==> src/rtl/core/eup_pkg.sv <==
package eup_pkg;

  // Status codes reported with each result
  localparam logic [2:0] ST_OK     = 3'd0;
  localparam logic [2:0] ST_EMPTY  = 3'd1;
  localparam logic [2:0] ST_PROTO  = 3'd2;
  localparam logic [2:0] ST_SYNTAX = 3'd3;
  localparam logic [2:0] ST_LONG   = 3'd4;

  // Characters of interest
  localparam logic [7:0] CH_COLON = 8'h3A;
  localparam logic [7:0] CH_SLASH = 8'h2F;
  localparam logic [7:0] CH_ZERO  = 8'h30;
  localparam logic [7:0] CH_NINE  = 8'h39;

  // Default ports
  localparam logic [15:0] PORT_HTTP  = 16'd80;
  localparam logic [15:0] PORT_HTTPS = 16'd443;
  localparam logic [15:0] PORT_MAX   = 16'hFFFF;

  // Longest scheme ("https") in characters
  localparam logic [2:0] SCHEME_LEN = 3'd5;
  localparam logic [2:0] SCHEME_MIN = 3'd4;

  typedef struct packed {
    logic [7:0] ch;
    logic       has_char;
    logic       last;
  } in_t;

  typedef struct packed {
    logic [2:0]  status;
    logic        protocol;
    logic [7:0]  host_start;
    logic [7:0]  host_length;
    logic [15:0] port_value;
    logic        port_given;
  } out_t;

  // Expected scheme character at a given match count
  function automatic logic [7:0] scheme_char(input logic [2:0] idx);
    logic [7:0] c;
    case (idx)
      3'd0:    c = 8'h68;  // h
      3'd1:    c = 8'h74;  // t
      3'd2:    c = 8'h74;  // t
      3'd3:    c = 8'h70;  // p
      3'd4:    c = 8'h73;  // s
      default: c = 8'h00;
    endcase
    return c;
  endfunction

endpackage

==> src/rtl/core/eup_scan.sv <==
module eup_scan #(
  parameter int MAX_LEN = 256
) (
  input  logic          clk,
  input  logic          rst_n,
  input  logic          step,
  input  eup_pkg::in_t  item,
  output eup_pkg::out_t res
);
  import eup_pkg::*;

  localparam int PW = $clog2(MAX_LEN + 2);
  localparam logic [PW-1:0] POS_LIM = PW'(MAX_LEN + 1);
  localparam logic [PW-1:0] POS_MAX = PW'(MAX_LEN);

  typedef enum logic [2:0] {
    PH_SCHEME,
    PH_SLASH1,
    PH_SLASH2,
    PH_HOST,
    PH_PORT_FIRST,
    PH_PORT,
    PH_PATH
  } phase_t;

  phase_t        phase_r, phase_nxt;
  logic [2:0]    match_r, match_nxt;
  logic          mismatch_r, mismatch_nxt;
  logic [PW-1:0] pos_r, pos_nxt;
  logic [7:0]    host_off_r, host_off_nxt;
  logic [7:0]    host_len_r, host_len_nxt;
  logic [15:0]   port_r, port_nxt;
  logic          port_seen_r, port_seen_nxt;
  logic [2:0]    err_r, err_nxt;
  logic          secure_r, secure_nxt;

  logic [7:0]    c;
  logic          is_digit;
  logic [20:0]   port_calc;
  logic [2:0]    status;

  assign c         = item.ch;
  assign is_digit  = (c >= CH_ZERO) && (c <= CH_NINE);
  assign port_calc = {2'b00, port_r, 3'b000} + {4'b0000, port_r, 1'b0}
                   + {13'd0, c - CH_ZERO};

  // Update the recognizer state with one byte
  always_comb begin
    phase_nxt     = phase_r;
    match_nxt     = match_r;
    mismatch_nxt  = mismatch_r;
    pos_nxt       = pos_r;
    host_off_nxt  = host_off_r;
    host_len_nxt  = host_len_r;
    port_nxt      = port_r;
    port_seen_nxt = port_seen_r;
    err_nxt       = err_r;
    secure_nxt    = secure_r;
    if (item.has_char) begin
      if (pos_r < POS_LIM) begin
        pos_nxt = pos_r + 1'b1;
      end
      if (err_r == ST_OK) begin
        case (phase_r)
          PH_SCHEME: begin
            if (c == CH_COLON) begin
              if (mismatch_r || match_r < SCHEME_MIN) begin
                err_nxt = ST_PROTO;
              end else begin
                secure_nxt = (match_r == SCHEME_LEN);
                phase_nxt  = PH_SLASH1;
              end
            end else if (match_r < SCHEME_LEN && c == scheme_char(match_r)) begin
              match_nxt = match_r + 1'b1;
            end else begin
              mismatch_nxt = 1'b1;
            end
          end
          PH_SLASH1: begin
            if (c == CH_SLASH) phase_nxt = PH_SLASH2;
            else err_nxt = ST_SYNTAX;
          end
          PH_SLASH2: begin
            if (c == CH_SLASH) begin
              phase_nxt    = PH_HOST;
              host_off_nxt = 8'(pos_r) + 8'd1;
            end else begin
              err_nxt = ST_SYNTAX;
            end
          end
          PH_HOST: begin
            if (c == CH_COLON || c == CH_SLASH) begin
              if (host_len_r == 8'd0) err_nxt = ST_SYNTAX;
              else if (c == CH_COLON) phase_nxt = PH_PORT_FIRST;
              else phase_nxt = PH_PATH;
            end else if (host_len_r != 8'hFF) begin
              host_len_nxt = host_len_r + 8'd1;
            end
          end
          PH_PORT_FIRST: begin
            if (is_digit) begin
              port_nxt      = (port_calc > 21'(PORT_MAX)) ? PORT_MAX : port_calc[15:0];
              port_seen_nxt = 1'b1;
              phase_nxt     = PH_PORT;
            end else begin
              err_nxt = ST_SYNTAX;
            end
          end
          PH_PORT: begin
            if (is_digit) begin
              port_nxt      = (port_calc > 21'(PORT_MAX)) ? PORT_MAX : port_calc[15:0];
              port_seen_nxt = 1'b1;
            end else if (c == CH_SLASH) begin
              phase_nxt = PH_PATH;
            end else begin
              err_nxt = ST_SYNTAX;
            end
          end
          default: begin
            if (c != CH_SLASH) err_nxt = ST_SYNTAX;
          end
        endcase
      end
    end
  end

  // Work out the final status from the updated state
  always_comb begin
    if (pos_nxt == '0) begin
      status = ST_EMPTY;
    end else if (pos_nxt > POS_MAX) begin
      status = ST_LONG;
    end else if (err_nxt != ST_OK) begin
      status = err_nxt;
    end else begin
      case (phase_nxt)
        PH_SCHEME: status = (mismatch_nxt || match_nxt < SCHEME_MIN) ? ST_PROTO : ST_SYNTAX;
        PH_HOST:   status = (host_len_nxt == 8'd0) ? ST_SYNTAX : ST_OK;
        PH_PORT:   status = ST_OK;
        PH_PATH:   status = ST_OK;
        default:   status = ST_SYNTAX;
      endcase
    end
  end

  // Build the result; zero the fields unless the string parsed
  always_comb begin
    res = '0;
    res.status = status;
    if (status == ST_OK) begin
      res.protocol    = secure_nxt;
      res.host_start  = host_off_nxt;
      res.host_length = host_len_nxt;
      res.port_given  = port_seen_nxt;
      if (port_seen_nxt) res.port_value = port_nxt;
      else res.port_value = secure_nxt ? PORT_HTTPS : PORT_HTTP;
    end
  end

  // Hold state; clear it after the last byte of a string
  always_ff @(posedge clk) begin
    if (!rst_n || (step && item.last)) begin
      phase_r     <= PH_SCHEME;
      match_r     <= '0;
      mismatch_r  <= 1'b0;
      pos_r       <= '0;
      host_off_r  <= '0;
      host_len_r  <= '0;
      port_r      <= '0;
      port_seen_r <= 1'b0;
      err_r       <= ST_OK;
      secure_r    <= 1'b0;
    end else if (step) begin
      phase_r     <= phase_nxt;
      match_r     <= match_nxt;
      mismatch_r  <= mismatch_nxt;
      pos_r       <= pos_nxt;
      host_off_r  <= host_off_nxt;
      host_len_r  <= host_len_nxt;
      port_r      <= port_nxt;
      port_seen_r <= port_seen_nxt;
      err_r       <= err_nxt;
      secure_r    <= secure_nxt;
    end
  end

endmodule

==> src/rtl/core/endpoint_url_parser_top.sv <==
// Channel | Direction | Handshake            | Payload
// in_     | input     | in_valid / in_ready  | in_data  (ch, has_char, last)
// out_    | output    | out_valid / out_ready| out_data (status, protocol, host_start,
//         |           |                      |           host_length, port_value, port_given)
//
// One byte is taken every cycle unless a last byte waits on a stalled result; a result
// is valid once the byte marked last has moved from the input register to the result
// register. The per-byte state update and final check sit between the two registers.
// Reset (rst_n low, synchronous) empties both registers and returns the scan to the scheme.
// A stalled result only holds bytes that carry last; other bytes keep flowing.
module endpoint_url_parser_top #(
  parameter int MAX_LEN = 256
) (
  input  logic          clk,
  input  logic          rst_n,
  input  logic          in_valid,
  output logic          in_ready,
  input  eup_pkg::in_t  in_data,
  output logic          out_valid,
  input  logic          out_ready,
  output eup_pkg::out_t out_data
);
  import eup_pkg::*;

  in_t  in_r;
  logic in_v_r;
  out_t out_r;
  logic out_v_r;
  out_t res;
  logic adv;

  // Advance the held byte unless it needs the result slot and that slot is stuck
  assign adv      = in_v_r && (!in_r.last || !out_v_r || out_ready);
  assign in_ready = !in_v_r || adv;

  eup_scan #(
    .MAX_LEN(MAX_LEN)
  ) u_scan (
    .clk  (clk),
    .rst_n(rst_n),
    .step (adv),
    .item (in_r),
    .res  (res)
  );

  // Input register
  always_ff @(posedge clk) begin
    if (!rst_n) begin
      in_v_r <= 1'b0;
    end else if (in_valid && in_ready) begin
      in_v_r <= 1'b1;
    end else if (adv) begin
      in_v_r <= 1'b0;
    end
  end

  always_ff @(posedge clk) begin
    if (in_valid && in_ready) begin
      in_r <= in_data;
    end
  end

  // Result register
  always_ff @(posedge clk) begin
    if (!rst_n) begin
      out_v_r <= 1'b0;
    end else if (adv && in_r.last) begin
      out_v_r <= 1'b1;
    end else if (out_ready) begin
      out_v_r <= 1'b0;
    end
  end

  always_ff @(posedge clk) begin
    if (adv && in_r.last) begin
      out_r <= res;
    end
  end

  assign out_valid = out_v_r;
  assign out_data  = out_r;

endmodule
==> config.mk <==
export PLATFORM = sky130hd
export DESIGN_NAME = endpoint_url_parser_top
export DESIGN_NICKNAME = d
export VERILOG_FILES = /design/src/rtl/core/eup_pkg.sv /design/src/rtl/core/eup_scan.sv /design/src/rtl/core/endpoint_url_parser_top.sv
export SDC_FILE = /design/constraint.sdc
export NUM_CORES = 1
export LEC_CHECK = 0
export ABC_CLOCK_PERIOD_IN_PS = 5630
export BUFFER_PORTS_ARGS = -buffer_cell sky130_fd_sc_hd__buf_2
export CORE_MARGIN = 1
export CORE_UTILIZATION = 61
export CTS_CLUSTER_DIAMETER = 30
export DETAILED_ROUTE_END_ITERATION = 6
export PLACE_DENSITY = 0.81
export SLEW_MARGIN = 20
export SYNTH_ARGS = -nofsm -noshare
export SYNTH_HDL_FRONTEND = slang
export SYNTH_SLANG_ARGS = --single-unit
==> constraint.sdc <==
create_clock -name clk -period 5.63 [get_ports clk]
set_input_delay 0.8445 -clock clk [delete_from_list [all_inputs] [get_ports clk]]
set_output_delay 0.8445 -clock clk [all_outputs]
set_load 0.01 [all_outputs]
# After elaboration in Yosys (flattened, before gate mapping)
# Cells that the tools add are included.
totals:
  register_bits: 102
  input_bits: 14
  output_inout_bits: 39
  wordCells: 161
op_classes:
  add_sub_neg: 7
  n_lt_le_gt_ge: 8
  n_eq_ne: 18
  mux: 76
  n_reduce_logical: 31
ops:
  columns: ["cell", "count"]
  rows:
  - ["$mux 8", 13]
  - ["$mux 16", 6]
  - ["$mux 3", 29]
  - ["$pmux 7 s4", 1]
  - ["$mux 9", 3]
  - ["$add 21x8->21", 1]
  - ["$gt 21x16->1 const B", 1]
  - ["$add 19x17->20", 1]
  - ["$mux 1", 19]
  - ["$eq 3x3->1 const B", 6]
  - ["$pmux 3 s6", 1]
  - ["$add 8x1->8 const B", 2]
  - ["$eq 8x6->1 const B", 2]
  - ["$logic_not 8->1", 2]
  - ["$eq 3x2->1 const B", 5]
  - ["$logic_not 3->1", 5]
  - ["$pmux 3 s5", 1]
  - ["$add 9x1->9 const B", 1]
  - ["$gt 9x9->1 const B", 1]
  - ["$logic_not 9->1", 1]
  - ["$lt 3x3->1 const B", 3]
  - ["$lt 9x9->1 const B", 1]
  - ["$pmux 3 s3", 1]
  - ["$eq 8x8->1", 1]
  - ["14 further kinds", 33]

# Depth between registers and ports, before layout
# Gate-level depths: netlist of the first run.
logic_depth:
  depth_word: 22
  depth_mapped: 17
  mapped_depth_nobuf: 16

# Cells and area by module
# A second synthesis of the first run with hierarchy kept.
unflattened:
  hier_cells: 672
  hier_area_um2: 6281.0
by_module_without_submodules:
  columns: ["mod", "instances", "cells_each", "area_each_um2", "seq_area_each_um2"]
  rows:
  - ["eup_scan", 1, 613, 4752.1, 1061.0]
  - ["endpoint_url_parser_top", 1, 59, 1529.0, 1451.4]

# Worst setup path after synthesis of the first run
# Ideal clock, no wire load.
synth_path:
  kind: "register to register"
  start: "register u_scan.port_r[0]"
  end: "register out_r, in the netlist out_data[4], data pin"
  t_arrival_ns: 3.622
  required_ns: 5.360
  path_slack_ns: 1.738
  stages_incl_launch_ff: 18
  n_path_buf: 1
  period_less_slack_ns: 3.892
  cell_sequence: "dfxtp_1 -> ha_1 -> inv_1 -> fa_1 -> nand2b_1 -> nand2b_1 -> a21oi_1 -> xnor2_1 -> ha_1 -> o21a_1 -> o21ai_0 -> a21oi_1 -> nand4_1 -> a2111oi_2 -> mux2i_1 -> nor2b_1 -> buf_2 -> a221oi_1"
synth_between:
  elab_chain_cells: 9
synth_rtl:
  columns: ["element", "line_no", "rtl"]
  rows:
  - ["start, declared", "eup_scan.sv:32", "logic [15:0] port_r, port_nxt;"]
  - ["start signal, assigned", "eup_scan.sv:180", "port_r <= port_nxt;"]
  - ["$add 19x17->20 *", "eup_scan.sv:44", "assign port_calc = {2'b00, port_r, 3'b000} + {4'b0000, port_r, 1'b0}"]
  - ["$add 21x8->21 *", "eup_scan.sv:45", "+ {13'd0, c - CH_ZERO};"]
  - ["$gt 21x16->1", "eup_scan.sv:102, eup_scan.sv:111", null]
  - ["$mux 16 *", "eup_scan.sv:102, eup_scan.sv:111", null]
  - ["$mux 16 *", "eup_scan.sv:101, eup_scan.sv:110", null]
  - ["$mux 16 *", null, null]
  - ["$mux 16 *", "eup_scan.sv:63", "if (err_r == ST_OK) begin"]
  - ["$mux 16 *", "eup_scan.sv:59", "if (item.has_char) begin"]
  - ["$mux 16 *", "eup_scan.sv:155", "if (port_seen_nxt) res.port_value = port_nxt;"]
  - ["end signal, assigned", "endpoint_url_parser_top.sv:76", "out_r <= res;"]
  - ["end, declared", "endpoint_url_parser_top.sv:27", "out_t out_r;"]
# Mark *: on every way between the ends. The rest lies on a longest branch, timed or not.
# A chain may end at the register's enable or synchronous reset.

# Final worst setup path of the first run
layout_path:
  start: "register in_r[7] in the netlist's numbering"
  end: "register out_r, in the netlist out_data[1], data pin"
layout_between:
  elab_chain_cells: 15
  elab_cells_between_ends: 78
layout_rtl:
  columns: ["element", "line_no", "rtl"]
  rows:
  - ["start, declared", "endpoint_url_parser_top.sv:25", "in_t in_r;"]
  - ["start signal, assigned", "endpoint_url_parser_top.sv:59", "in_r <= in_data;"]
  - ["parallel branches: the longest is 15 deep, another holds $add 21x8->21", null, null]
# Several ways; the timed one is not identified.

==> results.txt, run 1 <==
- The run finished with clean final reports.
- Vias/cell: 6.33
- Number of cells on the worst reg-to-reg path: 10
- Category of the critical setup timing path: reg2reg
- MaxCap Viol Count: 0
- After clock tree synthesis, the repair step resized 0 gates.
- Biggest cell delay along the critical path: 0.93 ns
- Initial DRC count: 381
* Routability congestion estimate: approximately 0.9
- Power per cell area: 196 nW/um^2
- Synthesis produced a netlist with a net count of 763.
- Max Slew Vio Count: 0
- After clock tree synthesis, the flow added hold-fix buffers numbering 0.
- In the synthesized netlist the dominant register cell turns out to be dfxtp_1.
- Crit path from: in_r[7]$_DFFE_PP_
* HPWL reported at the end of detailed placement: 11.0 mm
- Worst-Skew Late Latency: 0.37 ns
* Endpoint of the most critical setup path: out_data[1]$_SDFFCE_PP0P_
- For the finished layout, the period the worst path requires is 4.52 ns.
* Post-place instance area: 6760 sq um
- In the final layout, the share of cells above drive strength 1 is about an eighth.
* Final total power: 1360 uW
- Wire length of the first global-routing pass: 24.5 mm
* Count of boundary I/O pins: 53
* Overall die width: 105 microns
* Count of placed standard cells including taps: 875
- STA classifies the critical path startpoint as a flop.
* Post-Syn Instances: 717
* Vertical die dimension: 105 microns
* Number of global-route vias before repair: 5070
- Cell count along the critical path: 10
* Total GRT Usage: 27.9%
- Setup repair after global routing missed its margin: no
- TritonCTS created 9 clock buffers.
* Count of port buffers added during placement: 52
- P_leak: 0.00258 uW
* Maximum number of pins on one net before global-route repair: 33
- Clock skew on the completed layout was measured at roughly 0.0097 ns.
* Crit end category: flop
- Synthesized area per cell: around 9.0 sq um
- Final hold violation count: 0
- For this run, the top clock speed supported by timing is 0.221 GHz.
- Clock Sinks: 102
* Die ar.: roughly 11000 sq um
- Number of buffer and inverter stages on the critical path: 1
- Dividing the detail-routed wire length by the instance count gives 16.6 microns.
* Slew at the pin with the worst max-slew slack: 0.969 ns
- The initialized floorplan defines 37 standard-cell rows.
* Routed Antenna Nets: 0
- The initial utilization of the core area, before any placement, comes to ~63%.
* Fin crit share: 80.4%
- Async set-or-reset flop fraction in the synthesized netlist: 0%
- Inserted Diodes: 0
- Beginning of the worst register-to-register path: in_r[7]$_DFFE_PP_
* FF-to-FF End: out_data[1]$_SDFFCE_PP0P_
- Synthesis-to-finish area growth: 8.05%
- Setup slack on the worst reg-to-reg path comes out at around 1.1 ns.
- The core region is 10300 sq um.
- Required @ worst endpoint: 5.82 ns
- The clock passes through at most 2 buffers.
- Synthesis inferred 102 register bits.
- During synthesis, Yosys emitted a total of 0 warnings.
- Setup violations remaining at the end of the flow were counted as 0.
- Max rail drop VDD: 0.176 mV
- For this design, the slowest cell found on the critical path is or4b_1.
* Post-synthesis sequential area ratio: 39.1%
* GRT overflow: 0
- Hold Crit Class: reg2reg
- Data arrival, critical path: approximately 4.7 ns
* Total routed wirelength: 14.8 mm
- Buffers added to address setup during post-CTS repair amount to 0.
- The mapped netlist covers 6430 sq um.
* Final Cell Area: 6950 sq um
* Number of nets in the layout: around 800
* DRC viols: 0
- Cell Chain, Critical Path: ha_1 -> nor3b_1 -> o21a_1 -> a21oi_1 -> or4_1 -> nor4_1 -> o31ai_1 -> or4b_1 -> buf_4 -> a221oi_1
- Number of H-tree levels: 3
* Number of enable-type register cells in the synthesized netlist: 47
* Total via count after detailed routing: between 5000 and 6000
- Setup_tns: 0 ns
- Clock tree synthesis selected as its root buffer the cell clkbuf_8.
- In this design, the largest share of critical-path delay is due to simple AND/OR/NAND/NOR gates.
* CTS tree: built
* Number of antenna violations at the first check in global routing: 0
* Number of standard cells in the final layout excluding fillers: about 900
- Measured against its own limit, the worst slew margin works out to 35.4%.
* Critical path peak fanout: 24
- After clock tree synthesis, the clock-pin slew on the worst setup and hold paths is 0.10 ns.
* Post-synth cell types: 69
* Router iterations before antenna repair: 7
==> report_power, final <==
part	internal, uW	leakage [uW]	switching (uW)
sequential	785	0.000923	12.3
clock	207	0.0000976	256
combinational	35.8	0.00156	66.9
total	1030	0.00258	335
==> metrics by stage <==
stage / setup slack [ns] / hold slack (ns) / util [%]
after global routing: 0.617 / 0.528 / 67.6
after floorplan: 1.74 / 0.450 / -
after detailed placement: 1.19 / 0.473 / 65.7
after CTS: 1.17 / 0.487 / 67.6
final: 1.11 / 0.486 / 67.6
after global placement: 1.45 / 0.457 / 65.7
==> layout by cell type, fill, tap and decap left out, types with 9 or more instances in the layout <==
| master | instances |
|---|---|
| nor2_1 | 89 |
| dfxtp_1 | 55 |
| buf_2 | 52 |
| nand2_1 | 51 |
| edfxtp_1 | 47 |
| o21ai_0 | 38 |
| a21oi_1 | 31 |
| xnor2_1 | 31 |
| inv_1 | 30 |
| ha_1 | 30 |
| nand3_1 | 28 |
| a31oi_1 | 21 |
| xor2_1 | 19 |
| nor3_1 | 16 |
| a211oi_1 | 15 |
| mux2i_1 | 13 |
| nand4_1 | 11 |
| or3_1 | 10 |
| o211ai_1 | 10 |
| buf_4 | 10 |
| nor4_1 | 9 |
| a221oi_1 | 9 |
| clkbuf_8 | 9 |
==> cells in the mapped netlist, types with 13 or more instances <==
library cell | n | area share (%)
a211oi_1 | 15 | 1.8
a21oi_1 | 31 | 2.4
a31oi_1 | 21 | 2.0
clkbuf_1 | 30 | 1.8
dfxtp_1 | 55 | 17
edfxtp_1 | 47 | 22
ha_1 | 30 | 5.8
inv_1 | 30 | 1.8
mux2i_1 | 13 | 2.0
nand2_1 | 51 | 3.0
nand3_1 | 28 | 2.2
nor2_1 | 89 | 5.2
nor3_1 | 16 | 1.2
o21ai_0 | 38 | 3.0
xnor2_1 | 31 | 4.2
xor2_1 | 19 | 2.6
==> state kept, by name, indices dropped and copies added (netlist names) <==
signal / cells
u_scan.mismatch_r: 1
u_scan.port_r: 16
u_scan.port_seen_r: 1
u_scan.pos_r: 9
u_scan.host_len_r: 8
u_scan.host_off_r: 8
in_v_r: 1
u_scan.secure_r: 1
u_scan.match_r: 3
out_valid: 1
out_data: 37
in_r: 10
u_scan.err_r: 3
u_scan.phase_r: 3
==> logic make-up after synthesis <==
| kind of cell | Yosys count | synth area share, % |
|---|---|---|
| simple gates | 272 | 21.5 |
| fa+ha+maj | 33 | 6.61 |
| buf+inv | 70 | 4.61 |
| compound gates | 176 | 19.2 |
| flops | 102 | 39.1 |
| mux | 14 | 2.20 |
| xor+xnor | 50 | 6.81 |
==> tightest hold or removal path: stages (launching register included) <==
cell and delay, ns:
dfxtp_1 0.32, o21ai_0 0.07, a21oi_1 0.06
==> worst min-delay path by stage <==
| stage | start | end | slack (ns) | cells after the start |
|---|---|---|---|---|
| after detailed placement | u_scan.host_off_r[1]$_SDFFE_PP0P_ | u_scan.host_off_r[1]$_SDFFE_PP0P_ | 0.47 | 2 |
| after CTS | u_scan.host_off_r[1]$_SDFFE_PP0P_ | u_scan.host_off_r[1]$_SDFFE_PP0P_ | 0.49 | 2 |
| after floorplan | u_scan.host_off_r[1]$_SDFFE_PP0P_ | u_scan.host_off_r[1]$_SDFFE_PP0P_ | 0.45 | 2 |
| after global placement | u_scan.host_off_r[1]$_SDFFE_PP0P_ | u_scan.host_off_r[1]$_SDFFE_PP0P_ | 0.46 | 2 |
| after global routing | u_scan.host_off_r[1]$_SDFFE_PP0P_ | u_scan.host_off_r[1]$_SDFFE_PP0P_ | 0.53 | 2 |
| final | u_scan.host_off_r[1]$_SDFFE_PP0P_ | u_scan.host_off_r[1]$_SDFFE_PP0P_ | 0.49 | 2 |
==> area by class of cell <==
type                       count  area, sq um
timing repair buffer          62          335
fill                         853         3330
multi-input combinational    545         3620
clock inverter                 7         72.6
inverter                      30          113
clock buffer                   9          124
sequential                   102         2510
tap                          136          170
==> metal layers <==
metal	wire length, microns	track usage [%]	up-vias
li1	-	-	2707
met1	6590	37.1	2700
met2	7040	45.3	203
met3	828	4.74	32
met4	369	11.0	0
met5	0	0	-
No activity file was read; power rests on OpenSTA's default activity.
==> run 2, diff against run 1 <==
--- a/config.mk
+++ b/config.mk
@@ -5,7 +5,8 @@
 export SDC_FILE = /design/constraint.sdc
 export NUM_CORES = 1
 export LEC_CHECK = 0
-export ABC_CLOCK_PERIOD_IN_PS = 5630
+export ABC_AREA = 1
+export ABC_CLOCK_PERIOD_IN_PS = 4230
 export BUFFER_PORTS_ARGS = -buffer_cell sky130_fd_sc_hd__buf_2
 export CORE_MARGIN = 1
 export CORE_UTILIZATION = 61
==> constraint.sdc (replaced) <==
create_clock -name clk -period 4.23 [get_ports clk]
set_input_delay 0.6345 -clock clk [delete_from_list [all_inputs] [get_ports clk]]
set_output_delay 0.6345 -clock clk [all_outputs]
set_load 0.01 [all_outputs]
==> run 2 against run 1 <==
  * The flow now finishes with violations (design-rule violations)
  * Critical path depth is 16 higher
  * First-iteration DRC count up 61%
  * Final cell count increased by 37%
  * Core utilization increased by 1.7 points
  * Power grew 69%
  * Sequential cell count did not move
  * Highest routed layer unchanged
==> results.txt, run 2 <==
- Result of the run: complete, but fails checks (was finished clean)
- Violations in the final reports: design-rule violations
* Cell-internal power: 1620 uW (was 1030 uW)
- The multi-input logic area is 3710 sq um (was 3620 sq um).
- Library cell with the highest instance count after synthesis: nand2_1 (was nor2_1)
- Post-synthesis sequential area ratio: 35.9% (was 39.1%)
- The cell class contributing the biggest share of worst-path delay is simple AND/OR/NAND/NOR gates (unchanged).
- Vias/cell: 5.36 (was 6.33)
- The instance count along the most critical hold path came to 1 (was 2).
* P_leak: 0.00374 uW (was 0.00258 uW)
* Slew at the pin with the worst max-slew slack: 0.888 ns (was 0.969 ns)
- The number of enable flip-flop cells after synthesis is 47 (unchanged).
- Final Cell Area: 7650 sq um (was 6950 sq um)
- The number of H-tree branching levels is 3 (unchanged).
- Number of cells on the worst reg-to-reg path: 26 (was 10)
- The mean area per synthesized cell is 6.77 sq um (was 8.97 sq um).
- The number of buffer and inverter instances along the worst setup path was 5 (was 1).
* Synth Net Count: 1079 (was 763)
- The nature of the critical path endpoint is a flop (unchanged).
- The fraction of synthesized cell area taken by the top area cell type is 20.2% (was 21.9%).
- Category of the critical setup timing path: reg2reg (unchanged)
- Routed Antenna Nets: 0 (unchanged)
- Count of boundary I/O pins: 53 (unchanged)
- Leading cell type in the layout, fill and taps excluded: nand2_1 (was nor2_1)
* Post-place instance area: 7360 sq um (was 6760 sq um)
- The first-pass iteration count of the detailed router was 7 (unchanged).
- Die ar.: 11900 sq um (was 11000 sq um)
- The global-route wire length before repair is 27.0 mm (was 24.5 mm).
- Total of hold buffers inserted after clock tree synthesis: 0 (unchanged)
- Slowest stage cell on the critical path: dfxtp_1 (was or4b_1)
* Biggest cell delay along the critical path: 0.40 ns (was 0.93 ns)
- Gate power share: 16.9% (was 7.5%)
* Commonest non-fill, non-tap cells in the layout: nand2_1 (271), inv_1 (171), nor2_1 (109) (was nor2_1 (89), dfxtp_1 (55), buf_2 (52))
- Maximum number of pins on one net before global-route repair: 60 (was 33)
- Register share of total power: 48.5% (was 58.5%)
- The required time of the critical path was 4.34 ns (was 5.82 ns).
- The footprint of the flip-flops and latches came to 2510 sq um (unchanged).
- The first-iteration detailed-routing DRC count was 612 (was 381).
* Cell area after synthesis: 7000 sq um (was 6430 sq um)
* FF-to-FF End: out_data[10]$_SDFFCE_PN0P_ (was out_data[1]$_SDFFCE_PP0P_)
- Biggest area consumer among synthesized cells: edfxtp_1 (unchanged)
- Slack of the worst reg-to-reg path: 0.39 ns (was 1.11 ns)
* GRT overflow: 0 (unchanged)
* Hold Crit Class: in2reg (was reg2reg)
- Async set-or-reset flop fraction in the synthesized netlist: 0% (unchanged)
* Total routed wirelength: 16.4 mm (was 14.8 mm)
* Number of nets in the layout: 1124 (was 796)
* Top post-synthesis cells by count: nand2_1 (271), inv_1 (171), nor2_1 (109), nand3_1 (75), a21oi_1 (60) (was nor2_1 (89), dfxtp_1 (55), nand2_1 (51), edfxtp_1 (47), o21ai_0 (38))
- Max frequency: 0.260 GHz (was 0.221 GHz)
- Post-Syn Instances: 1033 (was 717)
- The area overhead of the layout relative to synthesis was 9.32% (was 8.05%).
- The setup TNS is 0 ns (unchanged).
* Fillcell total: 974 (was 853)
- Root cell of the clock tree: clkbuf_16 (was clkbuf_8)
* Clock tree skew after final layout: 0.00726 ns (was 0.00967 ns)
* Max Slew Vio Count: 0 (unchanged)
- MaxCap Viol Count: 0 (unchanged)
* Worst-Skew Late Latency: 0.35 ns (was 0.37 ns)
- Longest Clk Path Bufs: 2 (unchanged)
* Number of clock buffers inserted by TritonCTS: 9 (unchanged)
- The starting density of the core was 63.4% (was 62.6%).
- The routed wire length per instance came to 13.4 microns (was 16.6 microns).
- # Post-CTS Setup Buffers: 0 (unchanged)
- Cell count along the critical path: 26 (was 10)
- The total number of placement rows was 38 (was 37).
- The final RePlAce weighted congestion came to 0.929 (was 0.900).
- Total GRT Usage: 29.2% (was 27.9%)
- The most numerous cell type found on the critical path is nand2_1.
* Setup repair after global routing missed its margin: no (unchanged)
- The clock power share came to 34.6% (was 34.0%).
- Overall die width: 109 microns (was 105 microns)
- The number of global-route vias before repair came to 5967 (was 5070).
- The die boundary height was 109 microns (was 105 microns).
* Ys Warns: 0 (unchanged)
- Flip-flop count of the largest register after layout: 37 (unchanged)
* Ranking of synthesized cells by area: edfxtp_1 (20%), dfxtp_1 (16%), nand2_1 (15%) (was edfxtp_1 (22%), dfxtp_1 (17%), ha_1 (5.8%))
- The count of cells resized by post-cts repair is 0 (unchanged).
* Layout cell share with drive strength beyond 1: 9.70% (was 12.8%)
- The final critical delay including setup and external delays was 3.84 ns (was 4.52 ns).
- The final hold violation count came to 0 (unchanged).
- The count of input and output buffers was 52 (unchanged).
* Clock-pin slew reported for the worst setup and hold paths after clock tree synthesis: 0.07 ns (was 0.10 ns)
* Worst Hold Launch: in_data[8] (was u_scan.host_off_r[1]$_SDFFE_PP0P_)
* Worst hold endpoint: in_r[8]$_DFFE_PP_ (was u_scan.host_off_r[1]$_SDFFE_PP0P_)
- Number of endpoints failing setup at the final stage: 0 (unchanged)
* Data arrival, critical path: 3.95 ns (was 4.71 ns)
- The number of antenna violations at the first check in global routing came to 0 (unchanged).
- The top fanout value on the critical path came to 10 (was 24).
- Fin crit share: 90.8% (was 80.4%)
- Power per cell area: 301 nW/um^2 (was 196 nW/um^2)
- The antenna diode count was 0 (unchanged).
- The CTS tree is built (unchanged).
- Max rail drop VDD: 0.408 mV (was 0.176 mV)
- The switching power summed over all nets came to 684 uW (was 335 uW).
- Switching power share of the total: 29.7% (was 24.6%)
* Post-synth cell types: 40 (was 69)
- The via count was 6550 (was 5642).
- Clock Sinks: 102 (unchanged)
* Most common flop cell mapped by yosys: dfxtp_1 (unchanged)
- The startpoint of the worst register-to-register path is u_scan.port_r[2]$_SDFFE_PP0P_ (was in_r[7]$_DFFE_PP_).
- The relative max-transition margin is 40.6% (was 35.4%).
* Core region area: 11000 sq um (was 10300 sq um)
- The post-detailed-placement half-perimeter wirelength came to 12.2 mm (was 11.0 mm).
- Final Hold Slack: 0.459 ns (was 0.486 ns)
* DRC viols: 1 (was 0)
- The count of state elements after synthesis is 102 (unchanged).
* Crit path launch type: flop (unchanged)
==> run 2: cell types whose count changed in the layout (fill, tap and decap cells not counted), moves of 10 or more <==
| cell | delta |
|---|---|
| inv_1 | +141 |
| mux2i_1 | -10 |
| a211oi_1 | -11 |
| xnor2_1 | -23 |
| nand2_1 | +220 |
| nand4_1 | +14 |
| a21oi_1 | +28 |
| or3_1 | -10 |
| o21ai_0 | +20 |
| xor2_1 | -10 |
| nor2_1 | +20 |
| nand3_1 | +47 |
| a31oi_1 | -19 |
==> run 2: power by group through the flow <==
| stage | sequential [uW] | clock (uW) | combinational [uW] |
|---|---|---|---|
| floorplan | 1130 | 0 | 296 |
| global placement | 1140 | 0 | 378 |
| detailed placement | 1140 | 0 | 382 |
| CTS | 1110 | 806 | 386 |
| global route | 1120 | 842 | 438 |
| finish | 1120 | 796 | 390 |
==> run 2: metrics by stage <==
stage                     setup slack [ns]  instances  power [uW]  utilization, %
after CTS                            0.417       1223        2310            69.3
after detailed placement             0.456       1207        1520            66.8
after global placement               0.544       1207        1510            66.8
after floorplan                      0.855       1033        1430               -
final                                0.388       1223        2300            69.3
after global routing                0.0117       1223        2400            69.3
==> run 2: cell type report <==
cell class                      count  area share [%]
Clock buffer                       10            2.99
Clock inverter                      6           0.720
Multi-Input combinational cell    732            48.6
Sequential cell                   102            32.8
Timing Repair Buffer               58            3.99
Tap cell                          140            2.29
Inverter                          175            8.59
==> run 2: logic make-up after synthesis <==
| group | after synthesis | synth area share, % |
|---|---|---|
| DFF | 102 | 35.9 |
| xor gates and xnor gates | 17 | 2.13 |
| buffers and inverters | 199 | 11.2 |
| and+or+nand+nor | 518 | 31.6 |
| muxes | 3 | 0.429 |
| AOI/OAI and AO/OA | 162 | 12.8 |
| adders and majority gates | 32 | 5.94 |
==> run 2: worst max path at each step <==
stage / start / endpoint / slack (ns)
floorplan: u_scan.port_r[2]$_SDFFE_PP0P_ / out_data[5]$_SDFFCE_PP0P_ / 0.86
CTS: u_scan.port_r[2]$_SDFFE_PP0P_ / out_data[10]$_SDFFCE_PN0P_ / 0.42
global route: u_scan.port_r[2]$_SDFFE_PP0P_ / out_data[10]$_SDFFCE_PN0P_ / 0.01
finish: u_scan.port_r[2]$_SDFFE_PP0P_ / out_data[10]$_SDFFCE_PN0P_ / 0.39
detailed placement: u_scan.port_r[2]$_SDFFE_PP0P_ / out_data[10]$_SDFFCE_PN0P_ / 0.46
global placement: u_scan.port_r[0]$_SDFFE_PP0P_ / out_data[10]$_SDFFCE_PN0P_ / 0.54
==> run 2: layer usage <==
layer / up-vias / wire [microns] / GRT usage [%]
met5: - / 0 / 0
met4: 0 / 336 / 11.1
met3: 27 / 888 / 5.56
met2: 194 / 7410 / 48.2
met1: 2906 / 7780 / 37.6
li1: 3423 / - / -
==> run 2: worst register-to-register path, delay by kind of cell (launching register included) <==
family / cells / cell delay [ns]
AOI/OAI and AO/OA: 2 / 0.17
xor gates and xnor gates: 1 / 0.06
adders and majority gates: 3 / 0.97
buffers and inverters: 5 / 0.51
DFF: 1 / 0.40
and+or+nand+nor: 15 / 1.48
